--- src/hdl/gbl_pkg.sv ---
// ----------------------------------------------------------------------------
// gbl_pkg
// Types, codes and default sizes shared by the gap buffer line editor files.
// ----------------------------------------------------------------------------
package gbl_pkg;

  localparam int unsigned CAPACITY_DEF = 1024;
  localparam int unsigned POS_W        = 10;
  localparam int unsigned COUNT_OUT_W  = 11;

  typedef enum logic [2:0] {
    OP_LEFT   = 3'd0,
    OP_RIGHT  = 3'd1,
    OP_BACK   = 3'd2,
    OP_INSERT = 3'd3,
    OP_READ   = 3'd4
  } op_t;

  typedef enum logic [1:0] {
    ST_DONE  = 2'd0,
    ST_EDGE  = 2'd1,
    ST_FULL  = 2'd2,
    ST_RANGE = 2'd3
  } status_t;

  typedef enum logic {
    S_IDLE = 1'b0,
    S_EXEC = 1'b1
  } state_t;

  typedef struct packed {
    logic [2:0]       opcode;
    logic [7:0]       char_in;
    logic [POS_W-1:0] position;
  } in_word_t;

  typedef struct packed {
    logic [1:0]             status;
    logic [7:0]             char_out;
    logic [COUNT_OUT_W-1:0] cursor;
    logic [COUNT_OUT_W-1:0] length;
  } out_word_t;

endpackage

--- src/hdl/gbl_ctrl.sv ---
// ----------------------------------------------------------------------------
// gbl_ctrl
// Command sequencer: holds the gap counts, issues the store read when a
// command is taken and does the write back and forms the registered result in the next cycle.
// ----------------------------------------------------------------------------
module gbl_ctrl #(
  parameter int unsigned CAPACITY = gbl_pkg::CAPACITY_DEF,
  parameter int unsigned AW       = $clog2(CAPACITY)
) (
  input  logic              clk,
  input  logic              rst_n,
  input  logic              in_valid,
  output logic              in_stall,
  input  gbl_pkg::in_word_t in_data,
  output logic              out_valid,
  input  logic              out_stall,
  output gbl_pkg::out_word_t out_data,
  output logic              rd_en,
  output logic [AW-1:0]     rd_addr,
  input  logic [7:0]        rd_data,
  output logic              wr_en,
  output logic [AW-1:0]     wr_addr,
  output logic [7:0]        wr_data
);

  localparam int unsigned CW = $clog2(CAPACITY + 1);
  // Working width: holds any count, any position and their sums.
  localparam int unsigned EW = ((CW > gbl_pkg::POS_W) ? CW : gbl_pkg::POS_W) + 1;
  localparam logic [EW-1:0] CAP_E = EW'(CAPACITY);

  gbl_pkg::state_t    state_r, state_nxt;
  gbl_pkg::in_word_t  cmd_r;
  logic [CW-1:0]      left_r, left_nxt;
  logic [CW-1:0]      right_r, right_nxt;
  logic               out_valid_r, out_valid_nxt;
  gbl_pkg::out_word_t out_data_r, out_data_nxt;

  logic               accept;
  logic [EW-1:0]      left_e, right_e, total_e, pos_e, in_pos_e, addr_e;
  logic [EW-1:0]      cur_e, len_e;
  gbl_pkg::status_t   status;
  logic [7:0]         char_rd;

  assign in_stall  = (state_r != gbl_pkg::S_IDLE) || (out_valid_r && out_stall);
  assign accept    = in_valid && !in_stall;
  assign out_valid = out_valid_r;
  assign out_data  = out_data_r;

  assign left_e   = EW'(left_r);
  assign right_e  = EW'(right_r);
  assign total_e  = left_e + right_e;
  assign in_pos_e = EW'(in_data.position);
  assign pos_e    = EW'(cmd_r.position);

  // Read address for the command being taken; the data comes back next cycle.
  always_comb begin
    case (gbl_pkg::op_t'(in_data.opcode))
      gbl_pkg::OP_LEFT:  addr_e = left_e - EW'(1);
      gbl_pkg::OP_RIGHT: addr_e = CAP_E - right_e;
      default: begin
        if (in_pos_e < left_e) begin
          addr_e = in_pos_e;
        end else begin
          addr_e = in_pos_e + CAP_E - total_e;
        end
      end
    endcase
  end

  assign rd_en   = accept;
  assign rd_addr = addr_e[AW-1:0];

  // Next state.
  always_comb begin
    case (state_r)
      gbl_pkg::S_IDLE: state_nxt = accept ? gbl_pkg::S_EXEC : gbl_pkg::S_IDLE;
      gbl_pkg::S_EXEC: state_nxt = gbl_pkg::S_IDLE;
      default:         state_nxt = gbl_pkg::S_IDLE;
    endcase
  end

  // Execution of the held command.
  always_comb begin
    left_nxt      = left_r;
    right_nxt     = right_r;
    wr_en         = 1'b0;
    wr_addr       = left_r[AW-1:0];
    wr_data       = rd_data;
    status        = gbl_pkg::ST_DONE;
    char_rd       = 8'd0;
    out_valid_nxt = out_valid_r && out_stall;
    if (state_r == gbl_pkg::S_EXEC) begin
      out_valid_nxt = 1'b1;
      case (gbl_pkg::op_t'(cmd_r.opcode))
        gbl_pkg::OP_LEFT: begin
          if (left_r == '0) begin
            status = gbl_pkg::ST_EDGE;
          end else begin
            wr_en     = 1'b1;
            wr_addr   = AW'(CAP_E - right_e - EW'(1));
            left_nxt  = left_r - CW'(1);
            right_nxt = right_r + CW'(1);
          end
        end
        gbl_pkg::OP_RIGHT: begin
          if (right_r == '0) begin
            status = gbl_pkg::ST_EDGE;
          end else begin
            wr_en     = 1'b1;
            left_nxt  = left_r + CW'(1);
            right_nxt = right_r - CW'(1);
          end
        end
        gbl_pkg::OP_BACK: begin
          if (left_r == '0) begin
            status = gbl_pkg::ST_EDGE;
          end else begin
            left_nxt = left_r - CW'(1);
          end
        end
        gbl_pkg::OP_INSERT: begin
          if (total_e >= CAP_E) begin
            status = gbl_pkg::ST_FULL;
          end else begin
            wr_en    = 1'b1;
            wr_data  = cmd_r.char_in;
            left_nxt = left_r + CW'(1);
          end
        end
        gbl_pkg::OP_READ: begin
          if (pos_e >= total_e) begin
            status = gbl_pkg::ST_RANGE;
          end else begin
            char_rd = rd_data;
          end
        end
        default: begin
          status = gbl_pkg::ST_DONE;
        end
      endcase
    end
  end

  assign cur_e = EW'(left_nxt);
  assign len_e = EW'(left_nxt) + EW'(right_nxt);

  always_comb begin
    out_data_nxt = out_data_r;
    if (state_r == gbl_pkg::S_EXEC) begin
      out_data_nxt.status   = status;
      out_data_nxt.char_out = char_rd;
      out_data_nxt.cursor   = cur_e[gbl_pkg::COUNT_OUT_W-1:0];
      out_data_nxt.length   = len_e[gbl_pkg::COUNT_OUT_W-1:0];
    end
  end

  always_ff @(posedge clk) begin
    if (!rst_n) begin
      state_r     <= gbl_pkg::S_IDLE;
      left_r      <= '0;
      right_r     <= '0;
      out_valid_r <= 1'b0;
    end else begin
      state_r     <= state_nxt;
      left_r      <= left_nxt;
      right_r     <= right_nxt;
      out_valid_r <= out_valid_nxt;
    end
  end

  always_ff @(posedge clk) begin
    if (accept) begin
      cmd_r <= in_data;
    end
    out_data_r <= out_data_nxt;
  end

endmodule

--- config.mk ---
export PLATFORM = sky130hd
export DESIGN_NAME = gbl_ctrl
export DESIGN_NICKNAME = d
export VERILOG_FILES = /design/src/hdl/gbl_pkg.sv /design/src/hdl/gbl_ctrl.sv
export SDC_FILE = /design/constraint.sdc
export NUM_CORES = 1
export LEC_CHECK = 0
export CAP_MARGIN = 20
export CELL_PAD_IN_SITES_DETAIL_PLACEMENT = 1
export CELL_PAD_IN_SITES_GLOBAL_PLACEMENT = 1
export CORE_AREA = 5 5 121 123
export DETAILED_ROUTE_END_ITERATION = 7
export DIE_AREA = 0 0 126 128
export DONT_BUFFER_PORTS = 1
export PLACE_DENSITY = 0.85
export RECOVER_POWER = 100
export SYNTH_ARGS = -nofsm -noshare
export SYNTH_HDL_FRONTEND = slang
export SYNTH_SLANG_ARGS = --single-unit
--- constraint.sdc ---
create_clock -name clk -period 4.7 [get_ports clk]
set_input_delay 0 -clock clk [delete_from_list [all_inputs] [get_ports clk]]
set_output_delay 0 -clock clk [all_outputs]
set_load 0.01 [all_outputs]
==> results of run 1 <==
## synthesized netlist by cell type, drive strengths merged (6+ instances only)
master	n	area [µm²]
a211oi	7	70.1
a21o	9	67.6
a21oi	49	245
a31oi	12	90.1
and2	16	100
buf	16	100
clkbuf	18	67.6
dfxtp	24	480
edfxtp	53	1590
ha	53	663
inv	27	101
mux2	12	135
mux2i	11	110
nand2	67	254
nand2b	10	62.6
nand3	22	110
nand4	10	62.6
nor2	59	229
nor2b	11	68.8
nor3	18	100
nor3b	10	75.1
nor4	7	80.1
o21a	9	75.1
o21ai	48	248
o31ai	9	72.6
or2	6	37.5
or3	10	62.6
xnor2	29	254
xor2	19	166
## metal layers
layer	GRT usage [%]	up-vias	routed length [µm]
met1	37.2	3072	10000
met3	7.25	75	1680
met4	14.5	2	988
met2	53.1	205	12500
li1	-	2804	-
met5	0	-	13
## power groups by stage
stage	clock, W	combinational, W	sequential, W
after floorplan	0	0.000231	0.000790
after global placement	0	0.000318	0.000792
after detailed placement	0	0.000329	0.000793
after CTS	0.000762	0.000359	0.000779
after global routing	0.000790	0.000388	0.000781
final	0.000752	0.000362	0.000779
## worst paths after layout
path	slack [ps]	to	startpoint	cells after the start
worst max-delay path	210	out_data[10]	left_r[1]	17
worst min-delay path	110	right_r[10]	rst_n	2
worst max register to register	210	out_data[10]	left_r[1]	17
worst min register to register	690	out_valid	out_valid	2
## placed cells by master, fill, tap and decap left out, types with 22 or more instances in the layout
master | synthesis | routed
a21oi_1 | 49 | 49
nand2_1 | 66 | 67
edfxtp_1 | 53 | 53
nor2_1 | 56 | 58
dfxtp_1 | 24 | 23
dlygate4sd3_1 | 0 | 33
xnor2_1 | 29 | 29
inv_1 | 27 | 27
buf_4 | 1 | 41
o21ai_0 | 44 | 40
ha_1 | 53 | 53
nand3_1 | 22 | 22
## final cells by class
cell class / instances / area, µm²
clock buffers: 12 / 258
clock inverters: 4 / 55.1
flip-flops and latches: 77 / 2070
well taps: 180 / 225
repair buffers: 80 / 661
fillers: 1578 / 6070
inverters: 27 / 101
multi-input cells: 583 / 4120
## state kept, by name, indices dropped and copies added (netlist names)
register / flops
left_r: 11
state_r: 1
out_valid: 1
right_r: 11
cmd_r: 21
out_data: 32
## kinds of logic after synthesis
group / after synthesis / synth area share (%)
xor+xnor: 48 / 6.53
simple gates: 258 / 20.9
flops: 77 / 32.2
mux: 23 / 3.81
compound gates: 198 / 21.2
fa+ha+maj: 56 / 11.2
buf+inv: 61 / 4.18
## through the flow
| stage | hold slack (ps) | utilization (%) | power (W) | setup WS (ps) | cells |
|---|---|---|---|---|---|
| floorplan | 98.9 | - | 0.00102 | 383 | 721 |
| global placement | 98.9 | 50.5 | 0.00111 | 255 | 913 |
| detailed placement | 98.9 | 50.5 | 0.00112 | 56.0 | 913 |
| CTS | 88.0 | 55.3 | 0.00190 | 11.1 | 962 |
| global route | 160 | 55.2 | 0.00196 | 17.6 | 963 |
| finish | 109 | 55.2 | 0.00189 | 214 | 963 |
## what timing repair did
action	CTS	global route
hold buffers	33	0
pin swaps	0	4
hold endpoints to repair	43	0
setup endpoints to repair	1	3
gates resized for setup	1	11
setup buffers	0	1
==> run summary, run 1 <==
### Status
• **status** finished, violations left
• **failing checks** max-capacitance violations, max-slew violations

### GRT
• **remaining global-route overflow** 0
• **Global Route Usage Sum** 31.1%
• **vias in the first global route** 6,599
• **pin count of the biggest net entering global routing** 35
• **initial antenna violation count** 1
• **global-route wire length before repair** 38,700 µm

### Timing
• **Final Setup Violations** 0
• **number of pins exceeding their max-slew limit in the final report** 57
• **clock tree skew after final layout** 12.3 ps
• **transition time of the tightest slew-check pin** 2040 ps
• **Max Clock Freq** 0.223 GHz
• **Final Hold Fails** 0
• **unrepaired setup endpoints after global routing** false
• **final critical-path share of the clock period** 95.4%
• **sum of negative setup slack** 0 ps
• **tightest slew margin relative to the limit** -36.3%
• **clock period minus final worst setup slack** 4490 ps

### Finish
• **post-route cell area** 7490 µm²
• **net count reported at finish** 867
• **Antenna diodes** 0
• **share of cells above drive strength 1** 12.0%
• **area added between synthesis and finish** 16.3%

### Logic synthesis
• **number of warnings issued by yosys** 0
• **nets in the synthesized netlist** 810
• **syn_area_per_cell** 8.94 µm²
• **Mapped Area** 6440 µm²
• **number of flops mapped to enable cells by yosys** 53
• **sequential-to-total area share from yosys stat** 32.2%
• **cells after synthesis** 721
• **Seq cells post-synth** 77
• **fraction of registers with async set or reset after synthesis** 0%
• **post-synth cell types** 82
• **prevailing post-synth register cell** edfxtp_1

### Critical path
• **Worst setup EP type** flip-flop
• **critical path launch point type** flip-flop
• **Crit path max-delay family** compound AO/OA/AOI/OAI gates
• **Crit path arrival time** 4560 ps
• **biggest cell delay along the critical path** 590 ps
• **classification of the worst setup path** reg -> reg
• **critical path, cell by cell** buf_4 > inv_1 > ha_1 > or3b_1 > o41a_1 > a32oi_1 > nor2_1 > a21oi_1 > o2bb2ai_1 > ha_1 > a21o_1 > a211oi_1 > nor2_1 > o41ai_2 > o21ai_1 > xor2_1 > xnor2_1
• **Crit path required time** 4780 ps
• **top fanout value on the critical path** 7
• **crit path buf inv count** 2
• **slowest stage cell, crit path** o41a_1

### Placed design
• **Port Buffer Count** 0
• **placed standard-cell area** 6850 µm²
• **Post-DP HPWL** 18,800 µm
• **Final GP Congestion** 0.979

### Power
• **Sw Pwr** 0.000548 W
• **Seq pwr share** 41.2%
• **cell-internal power** 0.00134 W
• **sw frac** 29.0%
• **Leak Pwr** 2.90 nW
• **power density normalized to cell area** 253 nW/µm²
• **portion of total power attributed to the clock network** 39.7%
• **IR drop worst, VDD** 0.000199 V
• **share of power burned in combinational logic** 19.1%

### Clocking
• **H-tree depth** 3
• **clock tree from TritonCTS** built
• **Worst-Skew Late Latency** 350 ps
• **maximum root-to-sink buffer count** 2
• **CTS clk-pin slew, worst paths** 60 ps
• **cts bufs inserted** 9
• **Clk Tree Root Cell** clkbuf_16
• **number of clock sinks** 77

### Routing
• **total wire length** 25,200 µm
• **drt first-iter violations** 395
• **number of detailed-route iterations in the first pass** 5
• **total via count in the routed design** 6,158
• **number of remaining DRC errors** 0
• **routed wire length per instance** 26.1 µm
• **average vias per placed instance** 6.39
• **residual antenna-violating net count after detailed routing** 0

### Flow run
• **number of maximum-capacitance violations** 2

### Floorplanning
• **Initial Utilization** 47.5%
• **site row count** 43
• **overall die height** 128 µm
• **Horiz. Die Dim** 126 µm
• **ports placed on the boundary** 97
• **Die Area** 16,100 µm²
• **area of the core** 13,600 µm²

### Min path
• **HP Class** in -> reg

Power figures use the tool's default switching activity.
==> inputs of run 2 (changes only) <==
Settings changed: ABC_AREA set to 1, CORE_AREA 5 5 121 123 to 5 5 125 127, DIE_AREA 0 0 126 128 to 0 0 130 132, PLACE_DENSITY 0.85 to not set, PLACE_DENSITY_LB_ADDON set to 0.1.
==> run 2 against run 1 <==
Against the previous run:
- the run still ends with max-capacitance violations, max-slew violations left
- fmax rose by 4.7%
- die area grew 6.4%
- wire length shrank 7.5%
- via count up 1.5%
- synthesized area rose by 4.1%
- sequential share of layout area increased by 0.28 points
- clock power grew 8.8%
- synthesized cell count is 19% higher
- hold slack improved by 72 ps
- combinational power increased by 53%
- critical path type unchanged
- critical endpoint unchanged
- highest routed layer is now met4
==> run summary, run 2 <==
### Routing
• **number of detailed-route iterations in the first pass** 5
• **average vias per placed instance** 5.80
• **number of remaining DRC errors** 0
• **total wire length** 23,300 µm
• **drt first-iter violations** 333
• **routed wire length per instance** 21.6 µm
• **total via count in the routed design** 6,248
• **residual antenna-violating net count after detailed routing** 0

### Logic synthesis
• **adder-cell share of the synthesized area** 10.8%
• **fraction of registers with async set or reset after synthesis** 0%
• **dominant cells by area after synthesis** edfxtp_1 24%, ha_1 9.9%, nand2_1 9.4%
• **cells after synthesis** 861
• **share of synthesized cell area in and, or, nand and nor gates** 27.4%
• **top cells by count, synth** 168 x nand2_1, 95 x inv_1, 79 x nor2_1
• **multiplexer share of the synthesized area** 0.149%
• **cell type with the largest total area after synthesis** edfxtp_1
• **nets in the synthesized netlist** 950
• **post-synth cell types** 55
• **sequential-to-total area share from yosys stat** 30.9%
• **proportion of netlist area held by the largest area contributor** 23.7%
• **Compound-Gate Fraction of Synth Area** 14.1%
• **post-synthesis share of cell area spent on xor and xnor gates** 7.99%
• **main combinational cell family by area after synthesis** simple AND/OR/NAND/NOR gates
• **number of flops mapped to enable cells by yosys** 53
• **Mapped Area** 6700 µm²
• **prevailing post-synth register cell** edfxtp_1
• **dominant cell by count in the synthesized netlist** nand2_1
• **number of warnings issued by yosys** 0
• **syn_area_per_cell** 7.79 µm²
• **Seq cells post-synth** 77

### Timing
• **sum of negative setup slack** 0 ps
• **Final Setup Violations** 0
• **worst-case setup margin in the final layout** 416 ps
• **unrepaired setup endpoints after global routing** false
• **Final Hold Fails** 0
• **tightest slew margin relative to the limit** -22.7%
• **number of pins exceeding their max-slew limit in the final report** 35
• **Max Clock Freq** 0.233 GHz
• **clock tree skew after final layout** 9.33 ps
• **clock period minus final worst setup slack** 4280 ps
• **final critical-path share of the clock period** 91.1%
• **transition time of the tightest slew-check pin** 1840 ps

### Critical path
• **Worst R2R End** out_data[10]
• **Crit path top cell by count** nand2_1
• **crit path buf inv count** 6
• **classification of the worst setup path** reg -> reg
• **startpoint of the worst setup timing path** right_r[0]
• **beginning of the worst register-to-register path** right_r[0]
• **Worst setup EP type** flip-flop
• **slowest stage cell, crit path** dfxtp_1
• **critical path, cell by cell** inv_4 > ha_1 > inv_1 > nor2_8 > nand4_1 > nor2_4 > nor2_8 > inv_4 > nand2_1 > nand2_1 > nand3_1 > o21ai_0 > inv_1 > ha_1 > inv_1 > nor4_1 > nand3_1 > nand3_1 > nand3_1 > nand2_1 > inv_1 > nand2_1 > nand2_1
• **Crit path required time** 4800 ps
• **top fanout value on the critical path** 10
• **critical path launch point type** flip-flop
• **Crit path arrival time** 4390 ps
• **Crit path max-delay family** simple AND/OR/NAND/NOR gates
• **setup slack, reg-to-reg** 420 ps
• **Worst Reg2Reg Path Length in Cells** 23
• **biggest cell delay along the critical path** 470 ps

### Clocking
• **maximum root-to-sink buffer count** 2
• **Worst-Skew Late Latency** 340 ps
• **cts bufs inserted** 9
• **H-tree depth** 3
• **number of buffers added for setup after CTS** 0
• **number of clock sinks** 77
• **Clk Tree Root Cell** clkbuf_16
• **post-CTS sizing** 0
• **CTS clk-pin slew, worst paths** 70 ps
• **clock tree from TritonCTS** built

### Placed design
• **Post-DP HPWL** 18,400 µm
• **setup slack at placement** 554 ps
• **Port Buffer Count** 0
• **Final GP Congestion** 0.934

### Finish
• **most frequent standard cell in the layout excluding fill and tap cells** nand2_1
• **area added between synthesis and finish** 10.5%
• **share of cells above drive strength 1** 9.74%
• **Antenna diodes** 0
• **filler cell count in the final layout** 1,800
• **leading cell types in the layout, fill and taps excluded** 170 x nand2_1, 96 x inv_1, 82 x nor2_1, 65 x a21oi_1
• **Largest register FFs** 32
• **net count reported at finish** 977

### GRT
• **remaining global-route overflow** 0
• **global-route wire length before repair** 35,900 µm
• **Global Route Usage Sum** 27.0%
• **pin count of the biggest net entering global routing** 35
• **vias in the first global route** 6,506
• **initial antenna violation count** 1

### Status
• **status** finished, violations left
• **failing checks** max-capacitance violations, max-slew violations

### Min path
• **HP Class** in -> reg
• **Worst Hold Path EP** right_r[7]
• **startpoint of the most critical hold path** rst_n
• **cell count of the worst hold path** 2

### Floorplanning
• **site row count** 44
• **ports placed on the boundary** 97
• **area of the core** 14,300 µm²
• **Die Area** 17,200 µm²
• **Horiz. Die Dim** 130 µm
• **Initial Utilization** 46.8%
• **overall die height** 132 µm

### Power
• **power density normalized to cell area** 295 nW/µm²
• **total chip power** 0.00218 W
• **Leak Pwr** 3.31 nW
• **IR drop worst, VDD** 0.000160 V

### Flow run
• **number of maximum-capacitance violations** 1

[run 2: cell types whose count changed after synthesis, moves of 19 or more]
cell and change:
xnor2_1 -19, inv_2 +20, xor2_1 +19, nand2_1 +102
nand3_1 +20, inv_1 +68, nor2_1 +23
[run 2: cell type report]
class / count / area [µm²] / area share (%)
Tap cell: 184 / 230 / 3.11
Inverter: 119 / 454 / 6.13
Clock inverter: 6 / 111 / 1.50
Timing Repair Buffer: 35 / 335 / 4.52
Multi-Input combinational cell: 646 / 3980 / 53.7
Sequential cell: 77 / 2070 / 28.0
Clock buffer: 10 / 229 / 3.09
[run 2: kinds of logic (layout without fill, tap and decap cells)]
| kind of cell | Yosys count | count (layout) |
|---|---|---|
| adder cells (fa/ha/maj) | 56 | 56 |
| AO/OA/AOI/OAI | 163 | 163 |
| flip-flops | 77 | 77 |
| buffers and inverters | 138 | 170 |
| multiplexers | 1 | 1 |
| AND/OR/NAND/NOR | 373 | 373 |
| XOR/XNOR | 53 | 53 |
[run 2: worst register-to-register path, cell delays in order, from the launching register on]
cell     delay, ps
dfxtp_1        470
inv_4          210
ha_1           190
inv_1           90
nor2_8         150
nand4_1        280
nor2_4         300
nor2_8         100
inv_4          110
nand2_1        230
nand2_1        140
nand3_1         90
o21ai_0        140
inv_1          100
ha_1           410
inv_1          100
nor4_1         380
nand3_1        110
nand3_1        120
nand3_1         90
nand2_1         90
inv_1           40
nand2_1         50
nand2_1         40
[run 2: metal layers]
metal  global-route usage [%]  part of all wire [%]  wire length (µm)
met2                     44.4                    47             10900
met4                     9.87                   3.3               769
met5                        0                     0                 0
met1                     35.4                    45             10400
met3                     4.86                   5.5              1280
[run 2: how the worst max path moves through the flow]
stage,endpoint,depth (start not counted)
2_1_floorplan,out_data[7],18
3_3_place_gp,out_data[7],21
3_5_place_dp,out_data[7],21
4_1_cts,out_data[7],21
5_1_grt,out_data[8],23
6_report,out_data[10],23
[run 2: what timing repair did]
item	4_1_cts	5_1_grt
hold buffers	32	0
endpoints found under the hold margin	35	0
endpoints found under the setup margin	0	0
[run 2: power by group]
part | switching [W] | internal (W)
Clock | 0.000298 | 0.000521
Combinational | 0.000373 | 0.000181
Sequential | 0.0000413 | 0.000768
Total | 0.000712 | 0.00147
[run 2: stage by stage]
| stage | hold slack, ps | instance area, µm² | utilization [%] | cells |
|---|---|---|---|---|
| 3_5_place_dp | 98.9 | 6840 | 47.8 | 1029 |
| 6_report | 181 | 7410 | 51.8 | 1077 |
| 3_3_place_gp | 98.9 | 6840 | 47.8 | 1029 |
| 2_1_floorplan | 98.9 | 6700 | - | 861 |
| 4_1_cts | 168 | 7500 | 52.4 | 1077 |
| 5_1_grt | 205 | 7410 | 51.8 | 1077 |
==> inputs of run 3 (changes only) <==
Settings changed: PLACE_DENSITY set to 0.76, PLACE_DENSITY_LB_ADDON 0.1 to not set, RECOVER_POWER 100 to not set.
==> run 3 against run 2 <==
Against the previous run:
- the flow now finishes without violations
- sequential share of layout area barely moved
- critical path depth fell by 2
- global-route usage fell by 0.12 points
- non-clock buffer count did not move
- via count fell by 1.5%
- first-iteration DRC count rose by 3.3%
- cell count did not move
- setup slack improved by 130 ps
- critical endpoint is now out_data[7]
- count of clock-buffer cells in the layout rose by 1
- core utilization rose by 0.061 points
==> run summary, run 3 (synthesis results as in run 2) <==
### Status
• **status** finished, final reports clean

### Critical path
• **Crit path arrival time** 4250 ps
• **critical path launch point type** flip-flop
• **top fanout value on the critical path** 9
• **critical path, cell by cell** ha_1 > a21oi_1 > and2_2 > nor3_2 > nor2_2 > nand3_2 > inv_2 > nand2_1 > nand2_1 > nor2_1 > nor2_1 > ha_1 > a21oi_1 > nand2_1 > nand2_1 > nand2_1 > a21oi_1 > nor2_1 > o21ai_0 > nand2_1 > xor2_1
• **biggest cell delay along the critical path** 670 ps
• **slowest stage cell, crit path** dfxtp_1
• **Worst setup EP type** flip-flop
• **Crit path top cell by count** nand2_1
• **Crit path required time** 4800 ps
• **classification of the worst setup path** reg -> reg

### Floorplanning
• **Initial Utilization** 46.8%
• **Horiz. Die Dim** 130 µm
• **overall die height** 132 µm
• **area of the core** 14,300 µm²
• **Die Area** 17,200 µm²
• **ports placed on the boundary** 97
• **site row count** 44

### Placed design
• **Post-DP HPWL** 17,800 µm
• **setup slack at placement** 680 ps
• **placed instance count** 1,028
• **Final GP Congestion** 0.970
• **Port Buffer Count** 0

### Finish
• **net count reported at finish** 977
• **fin cells** 1,077
• **Antenna diodes** 0
• **Largest register FFs** 32
• **most frequent standard cell in the layout excluding fill and tap cells** nand2_1
• **area added between synthesis and finish** 10.7%
• **leading cell types in the layout, fill and taps excluded** 168 x nand2_1, 95 x inv_1, 78 x nor2_1, 65 x a21oi_1
• **share of cells above drive strength 1** 11.3%

### Timing
• **tightest slew margin relative to the limit** 50.6%
• **final critical-path share of the clock period** 88.3%
• **clock period minus final worst setup slack** 4150 ps
• **number of pins exceeding their max-slew limit in the final report** 0
• **sum of negative setup slack** 0 ps
• **clock tree skew after final layout** 8.53 ps
• **transition time of the tightest slew-check pin** 740 ps
• **Max Clock Freq** 0.241 GHz
• **hold slack** 167 ps
• **Final Hold Fails** 0
• **worst-case setup margin in the final layout** 549 ps
• **unrepaired setup endpoints after global routing** false
• **Final Setup Violations** 0

### GRT
• **vias in the first global route** 6,552
• **global-route wire length before repair** 36,000 µm
• **pin count of the biggest net entering global routing** 35
• **remaining global-route overflow** 0
• **Global Route Usage Sum** 26.9%
• **initial antenna violation count** 0

### Clocking
• **CTS clk-pin slew, worst paths** 60 ps
• **maximum root-to-sink buffer count** 2
• **H-tree depth** 3
• **Clk Tree Root Cell** clkbuf_16
• **Worst-Skew Late Latency** 350 ps
• **clock tree from TritonCTS** built
• **post-CTS sizing** 0
• **number of buffers added for setup after CTS** 0
• **cts bufs inserted** 9
• **number of clock sinks** 77

### Routing
• **drt first-iter violations** 344
• **residual antenna-violating net count after detailed routing** 0
• **number of detailed-route iterations in the first pass** 4
• **total wire length** 22,700 µm
• **number of remaining DRC errors** 0
• **average vias per placed instance** 5.72
• **routed wire length per instance** 21.1 µm
• **total via count in the routed design** 6,157

### Flow run
• **number of maximum-capacitance violations** 0

### Min path
• **HP Class** in -> reg

### Power
• **power density normalized to cell area** 272 nW/µm²
• **Leak Pwr** 3.30 nW
• **IR drop worst, VDD** 0.000189 V

-- run 3: changes by cell type in the layout (fill, tap and decap cells not counted), sizes merged --
cell,before,now
dlygate4sd3,32,33
inv,119,118
bufinv,3,0
clkbuf,12,11
buf,1,2
clkinv,3,4
clkinvlp,0,2
-- run 3: worst max-delay path: cells and delay by family (launching register included) --
| family | cells | cell delay (ps) |
|---|---|---|
| buffers and inverters | 1 | 140 |
| DFF | 1 | 670 |
| AOI/OAI and AO/OA | 4 | 820 |
| xor gates and xnor gates | 1 | 140 |
| and+or+nand+nor | 13 | 1360 |
| adders and majority gates | 2 | 740 |
-- run 3: final cells by class --
| cell class | instances | area (µm²) |
|---|---|---|
| Sequential cell | 77 | 2070 |
| Clock buffer | 11 | 233 |
| Multi-Input combinational cell | 646 | 4060 |
| Inverter | 119 | 454 |
| Tap cell | 184 | 230 |
| Fill cell | 1794 | 6890 |
| Clock inverter | 5 | 27.5 |
| Timing Repair Buffer | 35 | 345 |
-- run 3: final timing paths --
path / startpoint / end / slack (ps) / depth (start not counted)
max: right_r[2] / out_data[7] / 550 / 21
min: rst_n / left_r[9] / 170 / 2
max reg2reg: right_r[2] / out_data[7] / 550 / 21
min reg2reg: left_r[10] / left_r[10] / 640 / 2
-- run 3: routing by layer --
metal	GRT usage, %	up-vias	share of wire [%]
met5	0	-	0
met4	10.7	0	3.4
met3	6.04	46	6.2
met2	42.9	212	46
met1	35.2	2955	44
li1	-	2944	-
-- run 3: metrics by stage --
| stage | total power (W) | area [µm²] | util [%] |
|---|---|---|---|
| after floorplan | 0.00121 | 6700 | - |
| after global placement | 0.00133 | 6830 | 47.7 |
| after detailed placement | 0.00136 | 6830 | 47.7 |
| after CTS | 0.00202 | 7420 | 51.8 |
| after global routing | 0.00211 | 7420 | 51.8 |
| final | 0.00201 | 7420 | 51.8 |
-- run 3: repair_timing --
item                                    in CTS  in global routing
endpoints found under the setup margin       0                  0
hold buffers                                33                  0
hold endpoints to repair                    35                  0
-- run 3: where the power goes --
part	leakage (nW)	internal (W)	switching (W)
Combinational	2.48	0.000188	0.000374
Sequential	0.702	0.000768	0.0000438
Clock	0.121	0.000353	0.000288
Total	3.30	0.00131	0.000706
